## src/sv/sgt_pkg.sv

```systemverilog
// Shared types and codes for the sorted gate table.
package sgt_pkg;

    typedef enum logic [2:0] {
        MODE_INSERT   = 3'd0,
        MODE_REMOVE   = 3'd1,
        MODE_ACTUAL   = 3'd2,
        MODE_WANTED   = 3'd3,
        MODE_STRENGTH = 3'd4,
        MODE_DONE     = 3'd5,
        MODE_PRIORITY = 3'd6,
        MODE_READ     = 3'd7
    } mode_t;

    typedef enum logic [2:0] {
        STAT_OK        = 3'd0,
        STAT_FULL      = 3'd1,
        STAT_DUPLICATE = 3'd2,
        STAT_NOT_FOUND = 3'd3,
        STAT_BAD_POS   = 3'd4
    } status_t;

    localparam logic [1:0] LIST_ID       = 2'd0;
    localparam logic [1:0] LIST_STRENGTH = 2'd1;
    localparam logic [1:0] LIST_PRIORITY = 2'd2;

    localparam logic REG_STRENGTH_FLOOR = 1'b0;
    localparam logic REG_PRIORITY_FLOOR = 1'b1;

    localparam logic [15:0] STRENGTH_FLOOR_RST = 16'd100;
    localparam logic [7:0]  PRIORITY_FLOOR_RST = 8'd0;

    typedef struct packed {
        logic [15:0] gate_key;
        logic [1:0]  actual_state;
        logic [1:0]  wanted_state;
        logic [15:0] strength;
        logic [7:0]  priority_req;
        logic        todo_flag;
    } gate_rec_t;

    typedef struct packed {
        logic [2:0]  mode;
        logic [15:0] gate_key;
        logic [1:0]  actual_state;
        logic [1:0]  wanted_state;
        logic [15:0] strength;
        logic [7:0]  priority_req;
        logic        todo_flag;
        logic        done_flag;
        logic [1:0]  list_pick;
        logic [7:0]  position;
    } in_word_t;

    typedef struct packed {
        logic [2:0]  status;
        logic [8:0]  entry_count;
        logic [8:0]  strength_count;
        logic [8:0]  priority_count;
        logic [15:0] read_key;
        logic [1:0]  read_actual;
        logic [1:0]  read_wanted;
        logic [15:0] read_strength;
        logic [7:0]  read_priority;
        logic        read_todo;
    } out_word_t;

    typedef struct packed {
        logic clear;
        logic step;
    } rank_ctl_t;

endpackage

```

## src/sv/sgt_rank_count.sv

```systemverilog
// Place counters for one record in both descending rankings.
module sgt_rank_count #(
    parameter int IW = 4
) (
    input  logic              aclk,
    input  sgt_pkg::rank_ctl_t ctl,
    input  logic [15:0]       s_floor,
    input  logic [7:0]        p_floor,
    input  logic [15:0]       ki_s,
    input  logic [7:0]        ki_p,
    input  logic [15:0]       kj_s,
    input  logic [7:0]        kj_p,
    input  logic              j_before_i,
    input  logic              j_is_i,
    output logic [IW-1:0]     s_place,
    output logic [IW-1:0]     p_place,
    output logic              s_qual,
    output logic              p_qual
);

    logic [IW-1:0] s_place_reg, s_place_next;
    logic [IW-1:0] p_place_reg, p_place_next;
    logic          s_ahead, p_ahead;

    assign s_ahead = !j_is_i && (kj_s > s_floor) &&
                     ((kj_s > ki_s) || ((kj_s == ki_s) && j_before_i));
    assign p_ahead = !j_is_i && (kj_p > p_floor) &&
                     ((kj_p > ki_p) || ((kj_p == ki_p) && j_before_i));

    always_comb begin
        s_place_next = s_place_reg;
        p_place_next = p_place_reg;
        if (ctl.clear) begin
            s_place_next = '0;
            p_place_next = '0;
        end else if (ctl.step) begin
            s_place_next = s_place_reg + IW'(s_ahead);
            p_place_next = p_place_reg + IW'(p_ahead);
        end
    end

    always_ff @(posedge aclk) begin
        s_place_reg <= s_place_next;
        p_place_reg <= p_place_next;
    end

    assign s_place = s_place_reg;
    assign p_place = p_place_reg;
    assign s_qual  = ki_s > s_floor;
    assign p_qual  = ki_p > p_floor;

endmodule

```

## src/sv/sorted_gate_table_with_rankings.sv

```systemverilog
// Sorted gate table with strength and priority rankings, top level.
//
//  channel | ports                          | direction
//  --------+--------------------------------+----------
//  input   | s_valid s_ready s_data         | in
//  result  | m_valid m_ready m_data         | out
//  config  | cfg_wr_en cfg_index cfg_wr_data| in
//
// One word at a time. Search reads every stored record in turn, an insert or
// remove shifts records one by one, and a rebuild ranks each record against
// every record, all paced by the single read port of the record memory.
// Reset is synchronous and empties the table.
// A stalled result holds in the output register; the next word waits.
module sorted_gate_table_with_rankings #(
    parameter int GATE_SLOTS = 16
) (
    input  logic               aclk,
    input  logic               aresetn,
    input  logic               s_valid,
    output logic               s_ready,
    input  sgt_pkg::in_word_t  s_data,
    output logic               m_valid,
    input  logic               m_ready,
    output sgt_pkg::out_word_t m_data,
    input  logic               cfg_wr_en,
    input  logic               cfg_index,
    input  logic [15:0]        cfg_wr_data
);

    localparam int IW = (GATE_SLOTS > 1) ? $clog2(GATE_SLOTS) : 1;
    localparam int CW = $clog2(GATE_SLOTS + 1);
    localparam int RW = IW + 1;

    typedef enum logic [18:0] {
        S_IDLE     = 19'b000_0000_0000_0000_0001,
        S_FIND_RD  = 19'b000_0000_0000_0000_0010,
        S_FIND_CHK = 19'b000_0000_0000_0000_0100,
        S_INS_RD   = 19'b000_0000_0000_0000_1000,
        S_INS_WR   = 19'b000_0000_0000_0001_0000,
        S_PUT      = 19'b000_0000_0000_0010_0000,
        S_RM_RD    = 19'b000_0000_0000_0100_0000,
        S_RM_WR    = 19'b000_0000_0000_1000_0000,
        S_UPD      = 19'b000_0000_0001_0000_0000,
        S_RK_I     = 19'b000_0000_0010_0000_0000,
        S_RK_ILAT  = 19'b000_0000_0100_0000_0000,
        S_RK_J     = 19'b000_0000_1000_0000_0000,
        S_RK_JCHK  = 19'b000_0001_0000_0000_0000,
        S_RK_WS    = 19'b000_0010_0000_0000_0000,
        S_RK_WP    = 19'b000_0100_0000_0000_0000,
        S_RD_RANK  = 19'b000_1000_0000_0000_0000,
        S_RD_REC   = 19'b001_0000_0000_0000_0000,
        S_WAIT     = 19'b010_0000_0000_0000_0000,
        S_DONE     = 19'b100_0000_0000_0000_0000
    } state_t;

    state_t              state_reg, state_next;
    sgt_pkg::in_word_t   op_reg, op_next;
    logic [CW-1:0]       total_reg, total_next;
    logic [CW-1:0]       stot_reg, stot_next;
    logic [CW-1:0]       ptot_reg, ptot_next;
    logic [CW-1:0]       sn_reg, sn_next;
    logic [CW-1:0]       pn_reg, pn_next;
    logic [CW-1:0]       ptr_reg, ptr_next;
    logic [CW-1:0]       jdx_reg, jdx_next;
    logic [CW-1:0]       at_reg, at_next;
    logic                hit_reg, hit_next;
    logic [IW-1:0]       hit_idx_reg, hit_idx_next;
    logic [15:0]         s_floor_reg;
    logic [7:0]          p_floor_reg;
    logic [15:0]         ki_s_reg, ki_s_next;
    logic [7:0]          ki_p_reg, ki_p_next;
    sgt_pkg::status_t    status_reg, status_next;
    logic                rd_ok_reg, rd_ok_next;
    sgt_pkg::gate_rec_t  rd_rec_reg, rd_rec_next;
    logic                m_valid_reg, m_valid_next;
    sgt_pkg::out_word_t  m_data_reg, m_data_next;

    sgt_pkg::gate_rec_t  rec_mem [GATE_SLOTS];
    sgt_pkg::gate_rec_t  rec_q, rec_wdata;
    logic [IW-1:0]       rec_raddr, rec_waddr;
    logic                rec_we;
    logic [IW-1:0]       rank_mem [2*GATE_SLOTS];
    logic [IW-1:0]       rank_q, rank_wdata;
    logic [RW-1:0]       rank_raddr, rank_waddr;
    logic                rank_we;

    sgt_pkg::rank_ctl_t  rk_ctl;
    logic [IW-1:0]       s_place, p_place;
    logic                s_qual, p_qual;
    sgt_pkg::gate_rec_t  new_rec, upd_rec;
    logic [8:0]          pos_ext;

    always_ff @(posedge aclk) begin
        if (rec_we) begin
            rec_mem[rec_waddr] <= rec_wdata;
        end
        rec_q <= rec_mem[rec_raddr];
    end

    always_ff @(posedge aclk) begin
        if (rank_we) begin
            rank_mem[rank_waddr] <= rank_wdata;
        end
        rank_q <= rank_mem[rank_raddr];
    end

    sgt_rank_count #(.IW(IW)) u_rank_count (
        .aclk       (aclk),
        .ctl        (rk_ctl),
        .s_floor    (s_floor_reg),
        .p_floor    (p_floor_reg),
        .ki_s       (ki_s_reg),
        .ki_p       (ki_p_reg),
        .kj_s       (rec_q.strength),
        .kj_p       (rec_q.priority_req),
        .j_before_i (jdx_reg < ptr_reg),
        .j_is_i     (jdx_reg == ptr_reg),
        .s_place    (s_place),
        .p_place    (p_place),
        .s_qual     (s_qual),
        .p_qual     (p_qual)
    );

    assign pos_ext = {1'b0, op_reg.position};

    always_comb begin
        new_rec.gate_key     = op_reg.gate_key;
        new_rec.actual_state = op_reg.actual_state;
        new_rec.wanted_state = op_reg.wanted_state;
        new_rec.strength     = op_reg.strength;
        new_rec.priority_req = op_reg.priority_req;
        new_rec.todo_flag    = op_reg.todo_flag;
        upd_rec = rec_q;
        case (op_reg.mode)
            sgt_pkg::MODE_ACTUAL:   upd_rec.actual_state = op_reg.actual_state;
            sgt_pkg::MODE_WANTED:   upd_rec.wanted_state = op_reg.wanted_state;
            sgt_pkg::MODE_STRENGTH: upd_rec.strength     = op_reg.strength;
            sgt_pkg::MODE_DONE:     upd_rec.todo_flag    = !op_reg.done_flag;
            sgt_pkg::MODE_PRIORITY: upd_rec.priority_req = op_reg.priority_req;
            default:                upd_rec = rec_q;
        endcase
    end

    always_comb begin
        state_next   = state_reg;
        op_next      = op_reg;
        total_next   = total_reg;
        stot_next    = stot_reg;
        ptot_next    = ptot_reg;
        sn_next      = sn_reg;
        pn_next      = pn_reg;
        ptr_next     = ptr_reg;
        jdx_next     = jdx_reg;
        at_next      = at_reg;
        hit_next     = hit_reg;
        hit_idx_next = hit_idx_reg;
        ki_s_next    = ki_s_reg;
        ki_p_next    = ki_p_reg;
        status_next  = status_reg;
        rd_ok_next   = rd_ok_reg;
        rd_rec_next  = rd_rec_reg;
        m_valid_next = m_valid_reg && !m_ready;
        m_data_next  = m_data_reg;
        rec_raddr    = ptr_reg[IW-1:0];
        rec_we       = 1'b0;
        rec_waddr    = ptr_reg[IW-1:0];
        rec_wdata    = rec_q;
        rank_raddr   = {op_reg.list_pick == sgt_pkg::LIST_PRIORITY, op_reg.position[IW-1:0]};
        rank_we      = 1'b0;
        rank_waddr   = {1'b0, s_place};
        rank_wdata   = ptr_reg[IW-1:0];
        rk_ctl       = '0;

        case (state_reg)
            S_IDLE: begin
                if (s_valid) begin
                    op_next     = s_data;
                    status_next = sgt_pkg::STAT_OK;
                    rd_ok_next  = 1'b0;
                    ptr_next    = '0;
                    at_next     = '0;
                    hit_next    = 1'b0;
                    state_next  = S_FIND_RD;
                    if (s_data.mode == sgt_pkg::MODE_INSERT &&
                        total_reg == CW'(GATE_SLOTS)) begin
                        status_next = sgt_pkg::STAT_FULL;
                        state_next  = S_DONE;
                    end else if (s_data.mode == sgt_pkg::MODE_READ) begin
                        state_next = S_RD_RANK;
                    end
                end
            end
            S_FIND_RD: begin
                if (ptr_reg == total_reg) begin
                    if (op_reg.mode == sgt_pkg::MODE_INSERT) begin
                        if (hit_reg) begin
                            status_next = sgt_pkg::STAT_DUPLICATE;
                            state_next  = S_DONE;
                        end else begin
                            state_next = S_INS_RD;
                        end
                    end else if (!hit_reg) begin
                        status_next = sgt_pkg::STAT_NOT_FOUND;
                        state_next  = S_DONE;
                    end else if (op_reg.mode == sgt_pkg::MODE_REMOVE) begin
                        ptr_next   = CW'(hit_idx_reg);
                        state_next = S_RM_RD;
                    end else begin
                        ptr_next   = CW'(hit_idx_reg);
                        rec_raddr  = hit_idx_reg;
                        state_next = S_UPD;
                    end
                end else begin
                    state_next = S_FIND_CHK;
                end
            end
            S_FIND_CHK: begin
                if (rec_q.gate_key == op_reg.gate_key) begin
                    hit_next     = 1'b1;
                    hit_idx_next = ptr_reg[IW-1:0];
                end
                if (rec_q.gate_key < op_reg.gate_key) begin
                    at_next = at_reg + 1'b1;
                end
                ptr_next   = ptr_reg + 1'b1;
                rec_raddr  = ptr_next[IW-1:0];
                state_next = S_FIND_RD;
            end
            S_INS_RD: begin
                rec_raddr = ptr_reg[IW-1:0] - 1'b1;
                if (ptr_reg == at_reg) begin
                    state_next = S_PUT;
                end else begin
                    state_next = S_INS_WR;
                end
            end
            S_INS_WR: begin
                rec_we     = 1'b1;
                ptr_next   = ptr_reg - 1'b1;
                state_next = S_INS_RD;
            end
            S_PUT: begin
                rec_we     = 1'b1;
                rec_wdata  = new_rec;
                total_next = total_reg + 1'b1;
                ptr_next   = '0;
                sn_next    = '0;
                pn_next    = '0;
                state_next = S_RK_I;
            end
            S_RM_RD: begin
                rec_raddr = ptr_reg[IW-1:0] + 1'b1;
                if (ptr_reg + 1'b1 >= total_reg) begin
                    total_next = total_reg - 1'b1;
                    ptr_next   = '0;
                    sn_next    = '0;
                    pn_next    = '0;
                    state_next = S_RK_I;
                end else begin
                    state_next = S_RM_WR;
                end
            end
            S_RM_WR: begin
                rec_we     = 1'b1;
                ptr_next   = ptr_reg + 1'b1;
                state_next = S_RM_RD;
            end
            S_UPD: begin
                // rec_q holds the hit record here: read issued in S_FIND_RD
                rec_we    = 1'b1;
                rec_wdata = upd_rec;
                if (op_reg.mode == sgt_pkg::MODE_STRENGTH ||
                    op_reg.mode == sgt_pkg::MODE_PRIORITY) begin
                    ptr_next   = '0;
                    sn_next    = '0;
                    pn_next    = '0;
                    state_next = S_RK_I;
                end else begin
                    state_next = S_DONE;
                end
            end
            S_RK_I: begin
                if (ptr_reg == total_reg) begin
                    stot_next  = sn_reg;
                    ptot_next  = pn_reg;
                    state_next = S_DONE;
                end else begin
                    state_next = S_RK_ILAT;
                end
            end
            S_RK_ILAT: begin
                ki_s_next  = rec_q.strength;
                ki_p_next  = rec_q.priority_req;
                jdx_next   = '0;
                rk_ctl.clear = 1'b1;
                state_next = S_RK_J;
            end
            S_RK_J: begin
                rec_raddr = jdx_reg[IW-1:0];
                if (jdx_reg == total_reg) begin
                    state_next = S_RK_WS;
                end else begin
                    state_next = S_RK_JCHK;
                end
            end
            S_RK_JCHK: begin
                rk_ctl.step = 1'b1;
                jdx_next    = jdx_reg + 1'b1;
                state_next  = S_RK_J;
            end
            S_RK_WS: begin
                if (s_qual) begin
                    rank_we    = 1'b1;
                    rank_waddr = {1'b0, s_place};
                    sn_next    = sn_reg + 1'b1;
                end
                state_next = S_RK_WP;
            end
            S_RK_WP: begin
                if (p_qual) begin
                    rank_we    = 1'b1;
                    rank_waddr = {1'b1, p_place};
                    pn_next    = pn_reg + 1'b1;
                end
                ptr_next   = ptr_reg + 1'b1;
                state_next = S_RK_I;
            end
            S_RD_RANK: begin
                rec_raddr = op_reg.position[IW-1:0];
                if (op_reg.list_pick == sgt_pkg::LIST_ID && pos_ext < 9'(total_reg)) begin
                    state_next = S_WAIT;
                end else if ((op_reg.list_pick == sgt_pkg::LIST_STRENGTH &&
                              pos_ext < 9'(stot_reg)) ||
                             (op_reg.list_pick == sgt_pkg::LIST_PRIORITY &&
                              pos_ext < 9'(ptot_reg))) begin
                    state_next = S_RD_REC;
                end else begin
                    status_next = sgt_pkg::STAT_BAD_POS;
                    state_next  = S_DONE;
                end
            end
            S_RD_REC: begin
                rec_raddr  = rank_q;
                state_next = S_WAIT;
            end
            S_WAIT: begin
                rd_ok_next  = 1'b1;
                rd_rec_next = rec_q;
                state_next  = S_DONE;
            end
            S_DONE: begin
                if (!m_valid_reg || m_ready) begin
                    m_valid_next               = 1'b1;
                    m_data_next.status         = status_reg;
                    m_data_next.entry_count    = 9'(total_reg);
                    m_data_next.strength_count = 9'(stot_reg);
                    m_data_next.priority_count = 9'(ptot_reg);
                    m_data_next.read_key       = rd_ok_reg ? rd_rec_reg.gate_key : '0;
                    m_data_next.read_actual    = rd_ok_reg ? rd_rec_reg.actual_state : '0;
                    m_data_next.read_wanted    = rd_ok_reg ? rd_rec_reg.wanted_state : '0;
                    m_data_next.read_strength  = rd_ok_reg ? rd_rec_reg.strength : '0;
                    m_data_next.read_priority  = rd_ok_reg ? rd_rec_reg.priority_req : '0;
                    m_data_next.read_todo      = rd_ok_reg ? rd_rec_reg.todo_flag : 1'b0;
                    state_next                 = S_IDLE;
                end
            end
            default: state_next = S_IDLE;
        endcase
    end

    always_ff @(posedge aclk) begin
        if (!aresetn) begin
            state_reg   <= S_IDLE;
            total_reg   <= '0;
            stot_reg    <= '0;
            ptot_reg    <= '0;
            m_valid_reg <= 1'b0;
            s_floor_reg <= sgt_pkg::STRENGTH_FLOOR_RST;
            p_floor_reg <= sgt_pkg::PRIORITY_FLOOR_RST;
        end else begin
            state_reg   <= state_next;
            total_reg   <= total_next;
            stot_reg    <= stot_next;
            ptot_reg    <= ptot_next;
            m_valid_reg <= m_valid_next;
            if (cfg_wr_en && cfg_index == sgt_pkg::REG_STRENGTH_FLOOR) begin
                s_floor_reg <= cfg_wr_data;
            end
            if (cfg_wr_en && cfg_index == sgt_pkg::REG_PRIORITY_FLOOR) begin
                p_floor_reg <= cfg_wr_data[7:0];
            end
        end
    end

    always_ff @(posedge aclk) begin
        op_reg      <= op_next;
        sn_reg      <= sn_next;
        pn_reg      <= pn_next;
        ptr_reg     <= ptr_next;
        jdx_reg     <= jdx_next;
        at_reg      <= at_next;
        hit_reg     <= hit_next;
        hit_idx_reg <= hit_idx_next;
        ki_s_reg    <= ki_s_next;
        ki_p_reg    <= ki_p_next;
        status_reg  <= status_next;
        rd_ok_reg   <= rd_ok_next;
        rd_rec_reg  <= rd_rec_next;
        m_data_reg  <= m_data_next;
    end

    assign s_ready = (state_reg == S_IDLE);
    assign m_valid = m_valid_reg;
    assign m_data  = m_data_reg;

    a_onehot_state: assert property (@(posedge aclk) disable iff (!aresetn)
        $onehot(state_reg))
        else $error("state register not one-hot");

    a_total_bound: assert property (@(posedge aclk) disable iff (!aresetn)
        total_reg <= CW'(GATE_SLOTS))
        else $error("record total above capacity");

    a_rank_bound: assert property (@(posedge aclk) disable iff (!aresetn)
        state_reg == S_IDLE |-> (stot_reg <= total_reg && ptot_reg <= total_reg))
        else $error("ranking larger than table");

    a_busy_after_accept: assert property (@(posedge aclk) disable iff (!aresetn)
        s_valid && s_ready |=> !s_ready)
        else $error("accepted a word without leaving idle");

endmodule

```

## config.mk

```make
export PLATFORM = sky130hd
export DESIGN_NAME = sorted_gate_table_with_rankings
export DESIGN_NICKNAME = d
export VERILOG_FILES = /design/src/sv/sgt_pkg.sv /design/src/sv/sgt_rank_count.sv /design/src/sv/sorted_gate_table_with_rankings.sv
export SDC_FILE = /design/constraint.sdc
export NUM_CORES = 2
export LEC_CHECK = 0
export BUFFER_PORTS_ARGS = -buffer_cell sky130_fd_sc_hd__buf_2
export CAP_MARGIN = 20
export CORE_ASPECT_RATIO = 2
export CORE_MARGIN = 3
export CORE_UTILIZATION = 45
export CTS_CLUSTER_SIZE = 20
export DETAILED_ROUTE_END_ITERATION = 10
export SLEW_MARGIN = 20
export SYNTH_ARGS = -nofsm -noshare
export SYNTH_HDL_FRONTEND = slang
export SYNTH_HIERARCHICAL = 1
export SYNTH_SLANG_ARGS = --single-unit
```

## constraint.sdc

```tcl
create_clock -name aclk -period 16.9 [get_ports aclk]
set_input_delay 0.845 -clock aclk [delete_from_list [all_inputs] [get_ports aclk]]
set_output_delay 0.845 -clock aclk [all_outputs]
set_load 0.1 [all_outputs]
```

==> impl_metrics.ini <==
[synth]
synthFlopType = edfxtp_1
yosys-top-cells-count = edfxtp_1 (1073), nand2_1 (287), a21oi_1 (231)
yosysUniqueCellTypes = 89
yosys-top-cells-area = edfxtp_1 (66%), dfxtp_1 (4.8%), mux2i_1 (4.0%), ha_1 (3.3%), a221oi_1 (3.1%)
yosysWarnings = 6
post-synth-top-count-cell = edfxtp_1
netlist_instances = 3203
synthArstFlopShare_pct = 0
yosys.area.top_type = edfxtp_1
yosys.area.top_type_share_pct = 66.3
synth-edff-count = 1073
synth-seq-cells = 1189
synth_seq_area_share_pct = 71.1
syn_area_per_cell_um2 = 15.2
syn_area_um2 = 48600

[floorplanning]
dieWidth_um = 238
coreArea_um2 = 107000
pin_count = 158
die-area_um2 = 112000
rows = 169
die_h_um = 471
initial_utilization_pct = 45.6

[route]
first_pass_iters = 6
ant_nets = 0
via_per_inst = 5.88
drtIter0Drc = 2154
wl_per_cell_um = 26.3
wl_um = 126000
drc = 0
vias = 28200

[hold_path]
whs_endpoint = new_rec[13]
hold_depth = 1
worstHoldStart = s_data[24]
min_path_type = input port to flip-flop

[worst_setup_path]
cp-start-kind = flip-flop
rrSetupSlack_ns = 9.34
worstSetupPathType = flip-flop to flip-flop
required_ns = 17.46
reg2regPathDepth = 13
path_max_fanout = 70
r2r_end = rec_q[9]
worstPathArrival_ns = 8.12
r2r_start = ptr_reg[2]
end_kind = flip-flop

[finish]
synthToLayoutAreaGrowth_pct = 11.6
fillers = 8801
layout-drive-gt1-share_pct = 14.1
fin_util_pct = 50.9
largest_reg_flops = 720
final_area_um2 = 54200
nets = 3554
final_cells = 4793

[power]
power_density_nw_per_um2 = 151
vdd_ir_drop_max_v = 0.000118
power.total_mw = 8.17
switching_share_pct = 31.0
p_sw_mw = 2.53
seqPwrFrac_pct = 46.5
comb_power_share_pct = 24.3
p_int_mw = 5.63
power_leakage_nw = 19.2
clkPwrFrac_pct = 29.1

[clock_tree]
cts_setup_buffers = 0
cts_tree = built
clockBufferDepth = 3
cts.sinks = 1189
numCtsBuffers = 101
clkTransAtPathRegs_ns = 0.07
cts-resized-gates = 0
cts_hold_buf = 0
ctsHtreeMaxLevel = 3
insertion_delay_ns = 0.71
root_buffer = clkbuf_16

[outcome]
status = finished, final reports clean

[place]
place_inst = 4605
gp_congestion = 0.898
placed_cell_area_um2 = 50800
hpwl_um = 74600
place.port_buffers = 145

[sta]
finalWorstPathRequiredPeriod_ns = 7.56
hold_viol = 0
rsz0062_at_grt = no
setup_tns_ns = 0
timing.fmax_mhz = 132
slew_headroom_pct = 8.22
finalSetupViolCount = 0
period_share_pct = 44.7
tightest_slew_ns = 1.38
drv_slew = 0
skew_ns = 0.0298

[global_routing]
grt.overflow.total = 0
grt_max_degree = 210
antenna_found_initial = 4
grt_pass1_wl_um = 185000
track_usage_pct = 22.2
grt_pass1_vias = 29100

[job]
cap_violations = 0
-- per-layer routing --
layer / up-vias / GRT usage [%] / share of wire (%)
li1: 12600 / - / -
met1: 14200 / 26.3 / 38
met2: 1018 / 39.4 / 52
met3: 287 / 2.77 / 5.2
met4: 0 / 11.7 / 5.6
met5: - / 0 / 0
-- worst max path at each step --
stage | to | slack [ns] | from | depth (start not counted)
CTS | rec_q[19] | 9.35 | ptr_reg[2] | 13
finish | rec_q[9] | 9.34 | ptr_reg[2] | 13
global placement | rec_q[14] | 9.53 | ptr_reg[2] | 13
detailed placement | rec_q[19] | 9.39 | ptr_reg[2] | 13
floorplan | rec_mem[3][0] | 11.32 | state_reg[8] | 7
global route | rec_q[11] | 8.82 | ptr_reg[2] | 13
-- layout by cell type, fill, tap and decap left out, drive strengths merged, types with 8 or more instances in the layout --
| master | netlist | layout |
|---|---|---|
| nand3b | 9 | 9 |
| and3 | 14 | 14 |
| xor2 | 19 | 19 |
| nor2 | 112 | 112 |
| nand2b | 12 | 12 |
| nor4 | 21 | 21 |
| a21boi | 8 | 8 |
| nand3 | 50 | 50 |
| clkinv | 1 | 38 |
| mux2 | 32 | 32 |
| ha | 130 | 130 |
| dfxtp | 116 | 116 |
| nor3 | 25 | 25 |
| inv | 106 | 112 |
| o211ai | 9 | 9 |
| mux2i | 195 | 195 |
| a21o | 24 | 24 |
| nand2 | 288 | 288 |
| a221oi | 174 | 174 |
| nor3b | 8 | 8 |
| or4 | 48 | 48 |
| bufinv | 0 | 12 |
| nand4 | 33 | 33 |
| a211oi | 11 | 11 |
| a21oi | 231 | 231 |
| conb | 1 | 12 |
| o21a | 11 | 11 |
| clkbuf | 104 | 129 |
| xnor2 | 23 | 23 |
| nor2b | 17 | 17 |
| mux4 | 40 | 40 |
| buf | 76 | 203 |
| edfxtp | 1073 | 1073 |
| and2 | 54 | 54 |
| o21ai | 43 | 43 |
-- cell type report --
class	instances	area (um2)	share of cell area, %
Multi-Input combinational cell	1738	13000	24.0
Timing Repair Buffer	204	1190	2.20
Antenna cell	1	2.50	0.00462
Clock inverter	58	654	1.21
Sequential cell	1189	34500	63.7
Clock buffer	128	2720	5.02
Tap cell	1368	1710	3.16
Inverter	107	403	0.743
-- critical path: stages, from the launching register on --
cell and delay (ns):
edfxtp_1 0.33, buf_4 0.50, xnor2_1 0.20, nand3_1 0.13, nor4_2 0.73, mux2i_1 0.44
o221a_4 0.81, buf_4 0.80, buf_4 0.76, buf_4 0.77, buf_4 0.85, mux2i_1 0.28
a221oi_1 0.10, or4_1 0.57
-- through the flow --
step                hold WS (ns)  setup WS [ns]
finish                     0.309           9.34
global route               0.285           8.82
floorplan                  0.400          11.32
global placement           0.416           9.53
detailed placement         0.421           9.39
CTS                        0.250           9.35
-- power groups by stage --
stage	Combinational, mW	Sequential, mW	Clock [mW]
after global placement	1.92	3.87	0
after detailed placement	1.98	3.87	0
after floorplan	1.40	3.80	0
final	1.99	3.80	2.38
after CTS	1.99	3.80	2.43
after global routing	2.18	3.81	2.54
-- logic make-up (layout without fill, tap and decap cells) --
group           Yosys count  count (layout)  synth area share, %
simple gates            719             719                 7.45
flops                  1189            1189                 71.1
mux                     267             267                 6.61
buf+inv                 287             497                 2.70
compound gates          566             566                 7.92
xor+xnor                 42              42                0.757
other cells               1              13              0.00772
fa+ha+maj               132             132                 3.43
Note: power is estimated with default switching activity, not from simulation.
